## config.mk

```make
export PLATFORM = sky130hd
export DESIGN_NAME = disk_request_scheduler
export DESIGN_NICKNAME = d
export VERILOG_FILES = /design/src/rtl/drs_pkg.sv /design/src/rtl/drs_qmem.sv /design/src/rtl/disk_request_scheduler.sv
export SDC_FILE = /design/constraint.sdc
export NUM_CORES = 1
export LEC_CHECK = 0
export BUFFER_PORTS_ARGS = -buffer_cell sky130_fd_sc_hd__buf_2
export CORE_UTILIZATION = 65
export DETAILED_ROUTE_END_ITERATION = 12
export GPL_ROUTABILITY_DRIVEN = 0
export PLACE_DENSITY = 0.84
export SYNTH_ARGS = -nofsm -noshare
export SYNTH_HDL_FRONTEND = slang
export SYNTH_SLANG_ARGS = --single-unit
```

## constraint.sdc

```tcl
create_clock -name aclk -period 9 [get_ports aclk]
set_clock_uncertainty 0.05 [all_clocks]
set_input_delay 0.9 -clock aclk [delete_from_list [all_inputs] [get_ports aclk]]
set_output_delay 0.9 -clock aclk [all_outputs]
set_load 0.005 [all_outputs]
```

## src/rtl/drs_pkg.sv

```systemverilog
package drs_pkg;

    // Controller states, one-hot
    typedef enum logic [3:0] {
        ST_IDLE   = 4'b0001,
        ST_SCAN   = 4'b0010,
        ST_SHIFT  = 4'b0100,
        ST_RESULT = 4'b1000
    } state_t;

    // Item kinds carried on s_tuser
    localparam logic MODE_ADD     = 1'b0;
    localparam logic MODE_SERVICE = 1'b1;

    // Result status carried on m_tuser
    localparam logic [1:0] STAT_SERVED = 2'd0;
    localparam logic [1:0] STAT_EMPTY  = 2'd1;
    localparam logic [1:0] STAT_ADDED  = 2'd2;
    localparam logic [1:0] STAT_FULL   = 2'd3;

    // Scheduling policies; the unused code behaves as FCFS
    localparam logic [1:0] POL_FCFS = 2'd0;
    localparam logic [1:0] POL_SSTF = 2'd1;
    localparam logic [1:0] POL_SCAN = 2'd2;

    // Configuration register indexes
    localparam logic [1:0] CFG_POLICY    = 2'd0;
    localparam logic [1:0] CFG_START_POS = 2'd1;
    localparam logic [1:0] CFG_START_DIR = 2'd2;

endpackage

```

## src/rtl/drs_qmem.sv

```systemverilog
module drs_qmem #(
    parameter int DEPTH = 16,
    parameter int WIDTH = 16
) (
    input  logic                     aclk,
    input  logic                     wr_en,
    input  logic [$clog2(DEPTH)-1:0] wr_addr,
    input  logic [WIDTH-1:0]         wr_data,
    input  logic [$clog2(DEPTH)-1:0] rd_addr,
    output logic [WIDTH-1:0]         rd_data
);

    logic [WIDTH-1:0] mem [DEPTH];

    // One write port, one registered read port
    always_ff @(posedge aclk) begin
        if (wr_en) begin
            mem[wr_addr] <= wr_data;
        end
        rd_data <= mem[rd_addr];
    end

endmodule

```

## src/rtl/disk_request_scheduler.sv

```systemverilog
// Disk head scheduler. Pending track requests sit in arrival order in a single-port-write,
// registered-read queue memory of QUEUE_DEPTH entries. An add transaction, or a service
// transaction on an empty queue, goes straight to the result state and presents its result
// through the output register once that register is free. A service transaction on a
// non-empty queue searches one entry a cycle through the memory read port. A pass reads
// one entry for FCFS and all N pending entries for SSTF and SCAN, and SCAN makes a second
// pass when nothing lies in the head's direction. The chosen entry is then removed by
// moving every later entry down by one, one entry a cycle through the same port, before
// the result is presented. s_tready returns in the cycle the result is presented, so one
// transaction is in flight at a time; a finished result waits in the output register while
// the next transaction is accepted and worked on, and that one holds in its last cycle
// until the output register is free. A configuration write to the policy, start
// position or start direction register reloads the head position and direction.
module disk_request_scheduler #(
    parameter int QUEUE_DEPTH = 16,
    parameter int TRACK_BITS  = 16
) (
    input  logic                                    aclk,
    input  logic                                    aresetn,
    // input channel
    input  logic                                    s_tvalid,
    output logic                                    s_tready,
    input  logic [((TRACK_BITS+7)/8)*8-1:0]         s_tdata,   // track
    input  logic                                    s_tuser,   // mode
    // result channel
    output logic                                    m_tvalid,
    input  logic                                    m_tready,
    // served_track, distance, position, moving_up
    output logic [((3*TRACK_BITS+8)/8)*8-1:0]       m_tdata,
    output logic [1:0]                              m_tuser,   // status
    // configuration
    input  logic                                    cfg_wen,
    input  logic [1:0]                              cfg_index,
    input  logic [TRACK_BITS-1:0]                   cfg_wdata
);

    localparam int TB     = TRACK_BITS;
    localparam int IDX_W  = $clog2(QUEUE_DEPTH);
    localparam int CNT_W  = $clog2(QUEUE_DEPTH + 1);
    localparam int OUT_W  = ((3*TRACK_BITS+8)/8)*8;
    localparam logic [CNT_W-1:0] DEPTH_C = CNT_W'(QUEUE_DEPTH);
    localparam logic [CNT_W-1:0] ONE_C   = CNT_W'(1);

    drs_pkg::state_t state_reg;

    // configuration and head state
    logic [1:0]       policy_reg;
    logic [TB-1:0]    start_pos_reg;
    logic             start_dir_reg;
    logic [TB-1:0]    head_pos_reg;
    logic             head_up_reg;
    logic [CNT_W-1:0] count_reg;

    // search pass
    logic [CNT_W-1:0] scan_ptr_reg;
    logic [CNT_W-1:0] scan_lim_reg;
    logic             scan_dir_reg;
    logic             scan_second_reg;
    logic             ev_valid_reg;
    logic [IDX_W-1:0] ev_idx_reg;
    logic             found_reg;
    logic [IDX_W-1:0] best_idx_reg;
    logic [TB-1:0]    best_track_reg;
    logic [TB-1:0]    best_gap_reg;

    // compaction
    logic [CNT_W-1:0] sh_ptr_reg;
    logic             sh_wvalid_reg;
    logic [IDX_W-1:0] sh_waddr_reg;

    // pending result and output register
    logic [1:0]       res_status_reg;
    logic [TB-1:0]    res_track_reg;
    logic [TB-1:0]    res_dist_reg;
    logic [TB-1:0]    res_pos_reg;
    logic             res_up_reg;
    logic             m_tvalid_reg;
    logic [1:0]       m_tuser_reg;
    logic [OUT_W-1:0] m_tdata_reg;
    logic [OUT_W-1:0] m_tdata_next;

    // memory port
    logic             mem_wr_en;
    logic [IDX_W-1:0] mem_wr_addr;
    logic [TB-1:0]    mem_wr_data;
    logic [IDX_W-1:0] mem_rd_addr;
    logic [TB-1:0]    mem_rd_data;

    logic             in_acc;
    logic [TB-1:0]    s_track;
    logic             is_sstf;
    logic             is_scan;
    logic             ev_gt;
    logic [TB-1:0]    ev_gap;
    logic             ev_ok;
    logic             ev_better;
    logic             pass_done;
    logic             pick_up;
    logic             out_free;

    assign s_tready = (state_reg == drs_pkg::ST_IDLE);
    assign in_acc   = s_tvalid && s_tready;
    assign s_track  = s_tdata[TB-1:0];
    assign is_sstf  = (policy_reg == drs_pkg::POL_SSTF);
    assign is_scan  = (policy_reg == drs_pkg::POL_SCAN);
    assign out_free = !m_tvalid_reg || m_tready;

    assign m_tvalid = m_tvalid_reg;
    assign m_tuser  = m_tuser_reg;
    assign m_tdata  = m_tdata_reg;

    // queue memory
    drs_qmem #(
        .DEPTH (QUEUE_DEPTH),
        .WIDTH (TB)
    ) u_qmem (
        .aclk    (aclk),
        .wr_en   (mem_wr_en),
        .wr_addr (mem_wr_addr),
        .wr_data (mem_wr_data),
        .rd_addr (mem_rd_addr),
        .rd_data (mem_rd_data)
    );

    // write select: compaction move, or append on an add to a non-full queue; read select
    always_comb begin
        mem_wr_en   = 1'b0;
        mem_wr_addr = count_reg[IDX_W-1:0];
        mem_wr_data = s_track;
        if (sh_wvalid_reg) begin
            mem_wr_en   = 1'b1;
            mem_wr_addr = sh_waddr_reg;
            mem_wr_data = mem_rd_data;
        end else if (in_acc && s_tuser == drs_pkg::MODE_ADD && count_reg < DEPTH_C) begin
            mem_wr_en = 1'b1;
        end
        if (state_reg == drs_pkg::ST_SHIFT) begin
            mem_rd_addr = sh_ptr_reg[IDX_W-1:0];
        end else begin
            mem_rd_addr = scan_ptr_reg[IDX_W-1:0];
        end
    end

    // candidate evaluation of the entry just read
    always_comb begin
        ev_gt  = mem_rd_data > head_pos_reg;
        ev_gap = ev_gt ? (mem_rd_data - head_pos_reg) : (head_pos_reg - mem_rd_data);
        ev_ok  = is_scan ? (scan_dir_reg ? ev_gt : !ev_gt) : 1'b1;
        ev_better = ev_valid_reg && ev_ok && (!found_reg || ev_gap < best_gap_reg);
        pass_done = (scan_ptr_reg >= scan_lim_reg) && !ev_valid_reg;
        if (is_scan) begin
            pick_up = scan_dir_reg;
        end else if (is_sstf) begin
            pick_up = best_track_reg > head_pos_reg;
        end else begin
            pick_up = best_track_reg >= head_pos_reg;
        end
    end

    // result packing
    always_comb begin
        m_tdata_next = '0;
        m_tdata_next[0 +: TB]    = res_track_reg;
        m_tdata_next[TB +: TB]   = res_dist_reg;
        m_tdata_next[2*TB +: TB] = res_pos_reg;
        m_tdata_next[3*TB]       = res_up_reg;
    end

    // controller
    always_ff @(posedge aclk) begin
        if (!aresetn) begin
            state_reg       <= drs_pkg::ST_IDLE;
            policy_reg      <= drs_pkg::POL_FCFS;
            start_pos_reg   <= '0;
            start_dir_reg   <= 1'b1;
            head_pos_reg    <= '0;
            head_up_reg     <= 1'b1;
            count_reg       <= '0;
            scan_ptr_reg    <= '0;
            scan_lim_reg    <= '0;
            scan_dir_reg    <= 1'b1;
            scan_second_reg <= 1'b0;
            ev_valid_reg    <= 1'b0;
            ev_idx_reg      <= '0;
            found_reg       <= 1'b0;
            best_idx_reg    <= '0;
            best_track_reg  <= '0;
            best_gap_reg    <= '0;
            sh_ptr_reg      <= '0;
            sh_wvalid_reg   <= 1'b0;
            sh_waddr_reg    <= '0;
            res_status_reg  <= drs_pkg::STAT_EMPTY;
            res_track_reg   <= '0;
            res_dist_reg    <= '0;
            res_pos_reg     <= '0;
            res_up_reg      <= 1'b1;
            m_tvalid_reg    <= 1'b0;
            m_tuser_reg     <= drs_pkg::STAT_EMPTY;
            m_tdata_reg     <= '0;
        end else begin
            sh_wvalid_reg <= 1'b0;
            // drop a taken result unless a new one replaces it below
            if (m_tvalid_reg && m_tready && state_reg != drs_pkg::ST_RESULT) begin
                m_tvalid_reg <= 1'b0;
            end

            unique case (state_reg)
                drs_pkg::ST_IDLE: begin
                    if (in_acc) begin
                        res_track_reg <= '0;
                        res_dist_reg  <= '0;
                        res_pos_reg   <= head_pos_reg;
                        res_up_reg    <= head_up_reg;
                        if (s_tuser == drs_pkg::MODE_ADD) begin
                            state_reg <= drs_pkg::ST_RESULT;
                            if (count_reg < DEPTH_C) begin
                                count_reg      <= count_reg + ONE_C;
                                res_status_reg <= drs_pkg::STAT_ADDED;
                            end else begin
                                res_status_reg <= drs_pkg::STAT_FULL;
                            end
                        end else if (count_reg == '0) begin
                            state_reg      <= drs_pkg::ST_RESULT;
                            res_status_reg <= drs_pkg::STAT_EMPTY;
                        end else begin
                            state_reg       <= drs_pkg::ST_SCAN;
                            scan_ptr_reg    <= '0;
                            scan_lim_reg    <= (is_sstf || is_scan) ? count_reg : ONE_C;
                            scan_dir_reg    <= head_up_reg;
                            scan_second_reg <= 1'b0;
                            ev_valid_reg    <= 1'b0;
                            found_reg       <= 1'b0;
                            best_idx_reg    <= '0;
                        end
                    end
                end

                drs_pkg::ST_SCAN: begin
                    // issue one read a cycle, evaluate it the cycle after
                    if (scan_ptr_reg < scan_lim_reg) begin
                        scan_ptr_reg <= scan_ptr_reg + ONE_C;
                        ev_valid_reg <= 1'b1;
                        ev_idx_reg   <= scan_ptr_reg[IDX_W-1:0];
                    end else begin
                        ev_valid_reg <= 1'b0;
                    end
                    if (ev_better) begin
                        found_reg      <= 1'b1;
                        best_idx_reg   <= ev_idx_reg;
                        best_track_reg <= mem_rd_data;
                        best_gap_reg   <= ev_gap;
                    end
                    if (pass_done) begin
                        if (!found_reg && is_scan && !scan_second_reg) begin
                            // nothing this way: turn round and search again
                            scan_dir_reg    <= !scan_dir_reg;
                            scan_second_reg <= 1'b1;
                            scan_ptr_reg    <= '0;
                        end else begin
                            state_reg      <= drs_pkg::ST_SHIFT;
                            sh_ptr_reg     <= CNT_W'(best_idx_reg) + ONE_C;
                            res_status_reg <= drs_pkg::STAT_SERVED;
                            res_track_reg  <= best_track_reg;
                            res_dist_reg   <= best_gap_reg;
                            res_pos_reg    <= best_track_reg;
                            res_up_reg     <= pick_up;
                            head_pos_reg   <= best_track_reg;
                            head_up_reg    <= pick_up;
                        end
                    end
                end

                drs_pkg::ST_SHIFT: begin
                    // move each later entry down one place
                    if (sh_ptr_reg < count_reg) begin
                        sh_ptr_reg    <= sh_ptr_reg + ONE_C;
                        sh_wvalid_reg <= 1'b1;
                        sh_waddr_reg  <= IDX_W'(sh_ptr_reg - ONE_C);
                    end else begin
                        count_reg <= count_reg - ONE_C;
                        state_reg <= drs_pkg::ST_RESULT;
                    end
                end

                drs_pkg::ST_RESULT: begin
                    if (out_free) begin
                        m_tvalid_reg <= 1'b1;
                        m_tuser_reg  <= res_status_reg;
                        m_tdata_reg  <= m_tdata_next;
                        state_reg    <= drs_pkg::ST_IDLE;
                    end
                end

                default: begin
                    state_reg <= drs_pkg::ST_IDLE;
                end
            endcase

            // writes to the policy, start position or start direction register reload the head
            if (cfg_wen) begin
                unique case (cfg_index)
                    drs_pkg::CFG_POLICY: begin
                        policy_reg   <= cfg_wdata[1:0];
                        head_pos_reg <= start_pos_reg;
                        head_up_reg  <= start_dir_reg;
                    end
                    drs_pkg::CFG_START_POS: begin
                        start_pos_reg <= cfg_wdata;
                        head_pos_reg  <= cfg_wdata;
                        head_up_reg   <= start_dir_reg;
                    end
                    drs_pkg::CFG_START_DIR: begin
                        start_dir_reg <= cfg_wdata[0];
                        head_pos_reg  <= start_pos_reg;
                        head_up_reg   <= cfg_wdata[0];
                    end
                    default: begin
                    end
                endcase
            end
        end
    end

    // queue occupancy stays within the memory
    a_count_bound: assert property (@(posedge aclk) disable iff (!aresetn)
        count_reg <= DEPTH_C)
        else $error("queue count beyond depth");

    // occupancy moves by at most one per cycle
    a_count_step: assert property (@(posedge aclk) disable iff (!aresetn)
        ##1 (count_reg == $past(count_reg) || count_reg == $past(count_reg) + ONE_C
             || count_reg == $past(count_reg) - ONE_C))
        else $error("queue count jumped");

    // a served request leaves the head on its track
    a_served_pos: assert property (@(posedge aclk) disable iff (!aresetn)
        (m_tvalid && m_tuser == drs_pkg::STAT_SERVED) |->
        (m_tdata[2*TB +: TB] == m_tdata[0 +: TB]))
        else $error("served position mismatch");

    // other results carry no track and no movement
    a_idle_fields: assert property (@(posedge aclk) disable iff (!aresetn)
        (m_tvalid && m_tuser != drs_pkg::STAT_SERVED) |->
        (m_tdata[0 +: TB] == '0 && m_tdata[TB +: TB] == '0))
        else $error("non-served result carries movement");

endmodule

```

Word-level counts from Yosys, hierarchy flattened
Memory sizes are Yosys's and may differ from the RTL's. A register that Yosys moved wholly into a read port is not among the register bits.
Index checks and enable logic that the tools add are counted.
{"block": "word_totals", "register_bits": 212, "ram_bits": 256, "in_bits": 40, "output_inout_bits": 60, "wordCells": 204, "memories": 1}
{"block": "op_classes", "addsub": 8, "magnitude_cmp": 8, "eq_ne": 22, "muxes": 92, "bitwise_logic": 2, "n_reduce_logical": 43}
{"name": "u_qmem.mem", "depth": 16, "word_bits": 16, "rd": 1, "rd_clocked_by_memory_dff": 1, "wr": 1, "line": "drs_qmem.sv:13", "text": "logic [WIDTH-1:0] mem [DEPTH];"}
{"op": "16-bit two-way mux", "n": 12}
{"op": "16-bit case mux with 2 select lines", "n": 4}
{"op": "5-bit two-way mux", "n": 14}
{"op": "4-bit two-way mux", "n": 13}
{"op": "16-bit > comparator", "n": 2}
{"op": "1-bit two-way mux", "n": 32}
{"op": "16-bit subtractor", "n": 2}
{"op": "5-bit case mux with 2 select lines", "n": 3}
{"op": "5-bit AND reduction", "n": 4}
{"op": "16-bit >= comparator", "n": 1}
{"op": "16-bit < comparator", "n": 1}
{"op": "2-bit inequality test, second input constant", "n": 8}
{"op": "4-bit case mux with 4 select lines", "n": 1}
{"op": "2-bit AND reduction", "n": 8}
{"op": "4-bit AND reduction", "n": 4}
{"op": "5-bit by 1-bit adder with 5-bit output, second input constant", "n": 3}
{"op": "1-bit case mux with 2 select lines", "n": 6}
{"op": "1-bit logical AND", "n": 10}
{"op": "5-bit < comparator", "n": 2}
{"op": "2-bit two-way mux", "n": 5}
{"op": "2-bit by 1-bit inequality test with 1-bit output, second input constant", "n": 4}
{"op": "4-bit case mux with 2 select lines", "n": 1}
{"op": "1-bit logical NOT", "n": 6}
{"op": "6-bit AND reduction", "n": 1}
{"op": "20 further kinds", "n": 28}

Depth between registers and ports, before layout
Gate-level depths: netlist of the first run.
{"block": "depth", "ltp_word": 8, "mapped_depth": 22, "depth_no_buf": 20}

By module
Synthesis of the first run repeated with hierarchy kept, for this count alone.
{"block": "hier_totals", "cells_unflattened": 1818, "hier_area_um2": 21295.4}
{"mod": "disk_request_scheduler", "instances": 1, "cells_each": 1386, "area_per_inst_um2": 11252.0, "seq_area_each_um2": 4244.1}
{"mod": "drs_qmem", "instances": 1, "cells_each": 432, "area_per_inst_um2": 10043.4, "seq_area_each_um2": 8007.7}

Worst setup path after synthesis of the first run
OpenSTA, ideal clock, no wires.
{"block": "synth_path", "kind": "reg2reg", "start": "reg head_pos_reg[6]", "end": "reg best_gap_reg[10]", "setup_ns": 0.084, "arrival_ns": 3.992, "required_time_ns": 8.866, "slack_ns": 4.873, "stages_incl_launch_ff": 22, "path_buffers": 3, "period_less_slack_ns": 4.127, "path_cell_list": "dfxtp_1 > inv_1 > ha_1 > buf_2 > nand2_1 > a211oi_2 > nand2_1 > a21oi_4 > mux2_2 > o22a_1 > and2_1 > ha_1 > o21ai_0 > o21ai_0 > o211ai_1 > a21oi_1 > o31ai_1 > o2111a_1 > buf_2 > buf_6 > nand4_1 > o31ai_2"}
{"block": "synth_via", "elab_cells_between_ends": 12, "cone_classes": "add/sub: 2; order compare: 2; mux: 3; reduce/logical: 5"}
{"item": "from (decl)", "line": "disk_request_scheduler.sv:50", "text": "logic [TB-1:0] head_pos_reg;"}
{"item": "from (signal assigned)", "line": "disk_request_scheduler.sv:267", "text": "head_pos_reg <= best_track_reg;"}
{"item": "from (signal assigned)", "line": "disk_request_scheduler.sv:304", "text": "head_pos_reg <= start_pos_reg;"}
{"item": "from (signal assigned)", "line": "disk_request_scheduler.sv:309", "text": "head_pos_reg <= cfg_wdata;"}
{"item": "16-bit subtractor or 16-bit > comparator (tied branches)", "line": "disk_request_scheduler.sv:147, disk_request_scheduler.sv:146"}
{"item": "16-bit two-way mux *", "line": "disk_request_scheduler.sv:147", "text": "ev_gap = ev_gt ? (mem_rd_data - head_pos_reg) : (head_pos_reg - mem_rd_data);"}
{"item": "named net ev_gap[10]", "line": "disk_request_scheduler.sv:94", "text": "logic [TB-1:0] ev_gap;"}
{"item": "16-bit < comparator", "line": "disk_request_scheduler.sv:149", "text": "ev_better = ev_valid_reg && ev_ok && (!found_reg || ev_gap < best_gap_reg);"}
{"item": "1-bit logical OR", "line": "disk_request_scheduler.sv:149"}
{"item": "1-bit logical AND", "line": "disk_request_scheduler.sv:149"}
{"item": "2-bit AND reduction (no line)"}
{"item": "to (signal assigned)", "line": "disk_request_scheduler.sv:251", "text": "best_gap_reg <= ev_gap;"}
{"item": "to (decl)", "line": "disk_request_scheduler.sv:64", "text": "logic [TB-1:0] best_gap_reg;"}
The timed path passes the listed nets; every way through them passes the cells marked *.
A chain may end at the register's enable or synchronous reset.

Worst setup path after layout of the first run
{"block": "layout_path", "start": "reg head_pos_reg[11]", "end": "reg best_gap_reg[8]"}
{"block": "layout_via", "elab_cells_between_ends": 12, "cone_classes": "add/sub: 2; order compare: 2; mux: 3; reduce/logical: 5"}
{"item": "16-bit > comparator", "line": "disk_request_scheduler.sv:146", "text": "ev_gt = mem_rd_data > head_pos_reg;"}
{"item": "16-bit two-way mux", "line": "disk_request_scheduler.sv:147"}
{"item": "named net ev_gap[10]", "line": "disk_request_scheduler.sv:94"}
{"item": "16-bit < comparator", "line": "disk_request_scheduler.sv:149"}
{"item": "1-bit logical OR", "line": "disk_request_scheduler.sv:149"}
{"item": "1-bit logical AND", "line": "disk_request_scheduler.sv:149"}
{"item": "2-bit AND reduction (no line)"}
The timed path passes the listed nets, and every way through them passes these cells.

==> results of run 1 <==
through the flow:
step	total power, W	cells
2_1_floorplan	0.002726	1858
3_3_place_gp	0.002838	2304
5_1_grt	0.004953	2390
4_1_cts	0.004821	2390
3_5_place_dp	0.002852	2304
6_report	0.004819	2391
final cells by class:
class	count	share of cell area (%)
Antenna cell	1	0.01054
Clock buffer	66	5.582
Sequential cell	484	51.62
Multi-Input combinational cell	1173	35.22
Timing Repair Buffer	120	2.826
Clock inverter	20	1.044
Tap cell	442	2.330
Inverter	85	1.365
routing by layer:
| layer | wire length (microns) | share of wire (%) |
|---|---|---|
| met1 | 20060 | 36 |
| met2 | 26750 | 49 |
| met4 | 2946 | 5.4 |
| met5 | 27 | 0.049 |
| met3 | 5251 | 9.5 |
cell usage after synthesis, types with 17 or more instances:
library cell / n / share of area [%]
nor3_1: 21 / 0.49
xnor2_1: 17 / 0.70
edfxtp_1: 256 / 36
o211ai_1: 24 / 0.84
a22oi_1: 26 / 0.91
a21o_1: 26 / 0.91
buf_4: 19 / 0.67
nand2_1: 288 / 5.1
and2_1: 17 / 0.50
mux2i_1: 21 / 0.98
ha_1: 79 / 4.6
a31oi_1: 34 / 0.99
clkbuf_1: 73 / 1.3
dfxtp_1: 228 / 21
o21ai_0: 33 / 0.77
nor2_1: 110 / 1.9
buf_2: 17 / 0.40
a21oi_1: 160 / 3.7
nand3_1: 35 / 0.82
a211oi_1: 33 / 1.2
mux2_2: 18 / 0.95
inv_1: 83 / 1.5
mux4_2: 64 / 6.7
final timing paths:
check	startpoint	end	slack (ns)	cells after the start
worst max-delay path	head_pos_reg[11]$_SDFF_PN0_	best_gap_reg[8]$_SDFFE_PN0P_	3.34	18
worst min-delay path	res_dist_reg[4]$_SDFFE_PN0P_	m_tdata[20]$_SDFFE_PN0P_	0.40	2
worst max register to register	head_pos_reg[11]$_SDFF_PN0_	best_gap_reg[8]$_SDFFE_PN0P_	3.34	18
worst min register to register	res_dist_reg[4]$_SDFFE_PN0P_	m_tdata[20]$_SDFFE_PN0P_	0.40	2
cells by family (layout without fill, tap and decap cells):
logic type / Yosys count / count (layout) / share of synthesized area (%)
buffers and inverters: 201 / 291 / 4.103
XOR/XNOR: 25 / 25 / 1.058
other: 1 / 8 / 0.01752
AO/OA/AOI/OAI: 426 / 426 / 13.25
multiplexers: 103 / 103 / 8.663
AND/OR/NAND/NOR: 530 / 530 / 10.77
flip-flops: 484 / 484 / 57.24
adder cells (fa/ha/maj): 82 / 82 / 4.898
power breakdown:
group / switching [W] / internal, W / total, W / leakage (nW)
Combinational: 0.000277 / 0.000148 / 0.000425 / 3.71
Sequential: 0.0000330 / 0.00236 / 0.00240 / 4.15
Clock: 0.000846 / 0.00115 / 0.00200 / 0.771
worst min-delay path: stages (launching register included):
cell	delay (ns)
dfxtp_1	0.31
nand2_1	0.05
a21oi_1	0.05
==> parameters.txt, run 1 <==
Parameter                              Value

Timing
  Max Freq    0.1768 GHz
  Final Setup Violations    0
  Max-slew headroom    15.87%
  Transition time at the pin with the least slew margin    1.259 ns
  Hold WS    0.3973 ns
  Final worst slack    3.344 ns
  Tcrit/Tclk final    62.85%
  Setup TNS    0 ns
  Setup repair after global routing missed its margin    false
  Hold Violations, Final    0
  Slew Viols, Final    0
  Min Clock Period, post-route    5.656 ns

CTS
  Clock root buffer master    clkbuf_16
  Clock slew seen by the registers of the worst setup and hold paths    0.06 ns
  Number of buffers inserted by hold repair at cts    0
  H-tree levels    2
  Setup Fix Bufs, Post-CTS    0
  Total CTS buffers    47
  Maximum buffer depth of the clock tree    3
  Resized Gates After CTS    0
  CTS Sinks    484
  Clk Latency, worst-skew pair    0.58 ns
  CTS tree    yes

Placed design
  Estimated wirelength of the detail-placed design    35.36 mm
  Placed Instance Area    22160 sq um
  Post-Place Worst Slack    3.510 ns
  Port bufs    92

Worst setup path
  Crit-path leading delay family    compound AO/OA/AOI/OAI gates
  Top fanout value on the critical path    26
  Worst Path Buf+Inv    1
  Sort of element at the start of the critical path    flip-flop
  Element type at the critical path end    flip-flop
  Worst endpoint data arrival time    6.02 ns
  Cell with the largest stage delay on the worst path    o2111a_1
  Req. time, crit path    9.36 ns
  Crit Path Class    flip-flop to flip-flop
  Crit-path cells    inv_1 -> ha_1 -> nand2_1 -> o21ai_1 -> a311oi_2 -> a21oi_4 -> mux2_2 -> o22a_1 -> and2_1 -> ha_1 -> o21ai_0 -> o21ai_0 -> o211ai_1 -> a21oi_1 -> o31ai_1 -> o2111a_1 -> mux2i_1 -> nor2_1
  Slowest Stage Delay on Critical Path    1.02 ns

Finish
  Final Net Count    2033
  Most common cell after layout, fill and taps aside    nand2_1
  Commonest cells after routing, fill and taps aside    288 x nand2_1, 256 x edfxtp_1, 228 x dfxtp_1
  Combined area of the multi-input logic cells    8361 sq um
  Area growth from synthesis to layout    10.88%
  Flip-flop count of the largest register after layout    256
  Cell area after layout    23740 sq um
  Filler Cells Inserted    2142
  Share of cells above drive strength 1    15.81%
  Area of all sequential standard cells    12250 sq um
  Final core utilization    73.14%

Synthesis
  YS warnings    0
  Flip-flop and latch count after synthesis    484
  Number of library cell types mapped by synthesis    77
  Total standard cell area after synthesis    21410 sq um
  Primary FF master, synth    edfxtp_1
  Proportion of register bits with asynchronous set or reset after synthesis    0%
  Synthesized instance count    1852
  Mean instance size in the synthesized netlist    11.56 sq um
  Number of flops mapped to enable cells by yosys    256
  Sequential area share after synthesis    57.24%

Floorplanning
  Total I/O pin count    100
  Initial standard-cell utilization of the core    65.96%
  Full die area    33660 sq um
  Row count    66
  Core footprint    32450 sq um
  Height of the die    183.5 microns
  Die X-Extent    183.5 microns

Global routing
  Global-route met1 utilization    40.82%
  Overall routing resource usage    32.96%
  M2 GR Usage    55.08%
  Vias in the first global route    14750
  Wire length of the first global-routing pass    83.49 mm
  Remaining global-route overflow    0
  Met3 Track Usage GR    6.537%
  Gr busiest metal    met2
  Initial antenna violation count    3
  Maximum number of pins on one net before global-route repair    98

Detailed routing
  First-pass iteration count of the detailed router    6
  DR DRC count    0
  Avg Vias per Cell    6.416
  Via count    15340
  DR iter-0 viols    1727
  Final WL    55.04 mm
  Detail-routed net length per standard cell    23.02 microns
  Number of routed nets with antenna violations    0

Pwr
  Pwr Density    203.0 nW/um^2
  Largest voltage drop on the vdd net    258.3 uV
  Static Leak    8.634 nW

Worst hold path
  Hold Crit Class    flip-flop to flip-flop

Run
  Number of max-cap violations    0

Outcome
  Status    completed
Power figures use the tool's default switching activity.
==> inputs of run 2 (changes only) <==
--- a/config.mk
+++ b/config.mk
@@ -6,10 +6,10 @@
 export NUM_CORES = 1
 export LEC_CHECK = 0
 export BUFFER_PORTS_ARGS = -buffer_cell sky130_fd_sc_hd__buf_2
-export CORE_UTILIZATION = 65
+export CORE_UTILIZATION = 56
 export DETAILED_ROUTE_END_ITERATION = 12
 export GPL_ROUTABILITY_DRIVEN = 0
-export PLACE_DENSITY = 0.84
+export PLACE_DENSITY = 0.77
 export SYNTH_ARGS = -nofsm -noshare
 export SYNTH_HDL_FRONTEND = slang
 export SYNTH_SLANG_ARGS = --single-unit
==> constraint.sdc (replaced) <==
create_clock -name aclk -period 4.5 [get_ports aclk]
set_clock_uncertainty 0.05 [all_clocks]
set_input_delay 0.45 -clock aclk [delete_from_list [all_inputs] [get_ports aclk]]
set_output_delay 0.45 -clock aclk [all_outputs]
set_load 0.005 [all_outputs]
==> run 2 against run 1 <==
  * Critical endpoint unchanged
  * Utilization is 9.0 points lower
  * Largest power group unchanged
  * Sequential power increased by 100%
  * Clock power up 93%
  * Register-to-register slack worse by 3.2 ns
  * Global-route usage is 5.6 points lower
  * Critical path depth up 2
  * Cell count increased by 4.5%
==> parameters.txt, run 2 (synthesis gave the netlist of run 1 again) <==
Parameter                              Value

Outcome
  Status    completed

Detailed routing
  Final WL    52.82 mm
  Number of routed nets with antenna violations    0
  DR iter-0 viols    1172
  DR DRC count    0
  Detail-routed net length per standard cell    21.14 microns
  Avg Vias per Cell    6.113
  Via count    15270
  First-pass iteration count of the detailed router    5

CTS
  Clk Latency, worst-skew pair    0.57 ns
  CTS tree    yes
  Clock root buffer master    clkbuf_16
  Clock slew seen by the registers of the worst setup and hold paths    0.06 ns
  Maximum buffer depth of the clock tree    3
  Number of buffers inserted by hold repair at cts    0
  Total CTS buffers    47
  H-tree levels    2
  CTS Sinks    484

Worst setup path
  Cell with the largest stage delay on the worst path    ha_2
  Depth of the worst register-to-register path    20
  Req. time, crit path    4.90 ns
  Worst endpoint data arrival time    4.72 ns
  Worst Path Buf+Inv    3
  Internal reg-to-reg setup slack    0.18 ns
  Sort of element at the start of the critical path    flip-flop
  Crit-path leading delay family    compound AO/OA/AOI/OAI gates
  Critical path depth    20
  Slowest Stage Delay on Critical Path    0.44 ns
  Crit-path cells    inv_1 -> ha_2 -> a21oi_1 -> o21ai_1 -> a311oi_2 -> a21oi_4 -> mux2_2 -> o22a_1 -> and2_1 -> ha_1 -> o21ai_0 -> o21ai_0 -> o211ai_1 -> a21oi_1 -> o31ai_2 -> o2111a_2 -> buf_4 -> buf_12 -> mux2i_1 -> nor2_1
  Top fanout value on the critical path    10
  Element type at the critical path end    flip-flop
  Crit Path Class    flip-flop to flip-flop

Timing
  Slew Viols, Final    0
  Max-slew headroom    11.24%
  Hold WS    0.08571 ns
  Max Freq    0.2316 GHz
  Tcrit/Tclk final    95.96%
  Final Setup Violations    0
  Transition time at the pin with the least slew margin    1.329 ns
  Setup TNS    0 ns
  Min Clock Period, post-route    4.318 ns
  Hold Violations, Final    0

Run
  Number of max-cap violations    0

Finish
  Most common cell after layout, fill and taps aside    nand2_1
  Antenna fix cells    0
  Area growth from synthesis to layout    12.89%
  Share of cells above drive strength 1    18.02%
  Flip-flop count of the largest register after layout    256
  Final core utilization    64.16%
  Commonest cells after routing, fill and taps aside    288 x nand2_1, 256 x edfxtp_1, 227 x dfxtp_1
  Final Net Count    2071

Pwr
  Pwr Density    394.1 nW/um^2
  Static Leak    8.807 nW
  Largest voltage drop on the vdd net    436.7 uV

Worst hold path
  Hold Crit Class    primary input to flip-flop
  Count of cells along the worst hold path    3

Floorplanning
  Die X-Extent    197.5 microns
  Core footprint    37670 sq um
  Full die area    39010 sq um
  Total I/O pin count    100
  Initial standard-cell utilization of the core    56.83%
  Row count    71
  Height of the die    197.5 microns

Global routing
  Wire length of the first global-routing pass    81.44 mm
  Vias in the first global route    14510
  Maximum number of pins on one net before global-route repair    143
  Initial antenna violation count    1
  Overall routing resource usage    27.38%
  Remaining global-route overflow    0

Placed design
  Estimated wirelength of the detail-placed design    34.62 mm
  Port bufs    92
run 2: cell count changes in the layout (fill, tap and decap cells not counted), moves of 2 or more:
cell	delta
buf_12	+4
ha_1	-8
bufinv_16	-2
clkbuf_1	+2
clkinv_4	+4
a211oi_2	+2
clkinv_1	+2
a211oi_1	-2
clkbuf_4	-2
buf_4	+31
clkinv_2	-3
buf_6	+3
ha_2	+7
run 2: cell type report:
class                      count  area, sq um
multi-input combinational   1173         8417
fill                        2900        13500
sequential                   484        12250
clock inverter                21        197.7
tap                          511        639.4
timing repair buffer         158         1017
inverter                      85        324.1
clock buffer                  66         1318
run 2: through the flow:
| step | setup WS (ns) | cell area (sq um) | cells | total power (W) |
|---|---|---|---|---|
| finish | 0.1819 | 24170 | 2498 | 0.009525 |
| global route | -0.07604 | 24170 | 2498 | 0.009821 |
| CTS | 0.001385 | 24090 | 2497 | 0.009545 |
| detailed placement | -0.1418 | 22550 | 2409 | 0.005737 |
| global placement | 0.06269 | 22550 | 2409 | 0.005717 |
| floorplan | 0.3734 | 21430 | 1858 | 0.005452 |
run 2: worst paths after layout:
path,start,end
worst max-delay path,head_pos_reg[9]$_SDFF_PN0_,best_gap_reg[8]$_SDFFE_PN0P_
worst min-delay path,cfg_wdata[3],start_pos_reg[3]$_SDFFE_PN0P_
worst max register to register,head_pos_reg[9]$_SDFF_PN0_,best_gap_reg[8]$_SDFFE_PN0P_
worst min register to register,res_dist_reg[2]$_SDFFE_PN0P_,m_tdata[18]$_SDFFE_PN0P_
run 2: worst min-delay path: stages:
cell     delay [ns]
buf_2          0.10
nand2_1        0.05
a21oi_1        0.05
run 2: report_power, final:
part	switching [W]	internal (W)	leakage [nW]
combinational	0.000557	0.000332	3.91
clock	0.00167	0.00218	0.740
sequential	0.0000585	0.00473	4.15
run 2: layer usage:
metal	routed length, microns	track usage (%)	part of all wire [%]	vias up
met4	2173	12.26	4.1	2
met1	21110	35.80	40	7464
met2	25290	44.93	48	704
met5	13	0	0.025	-
li1	-	-	-	6954
met3	4224	4.542	8.0	146
run 2: what timing repair did:
item | CTS | global route
resized for setup | 4 | 18
pin swaps | 2 | 5
setup endpoints to repair | 36 | 37
buffers inserted | 1 | 1
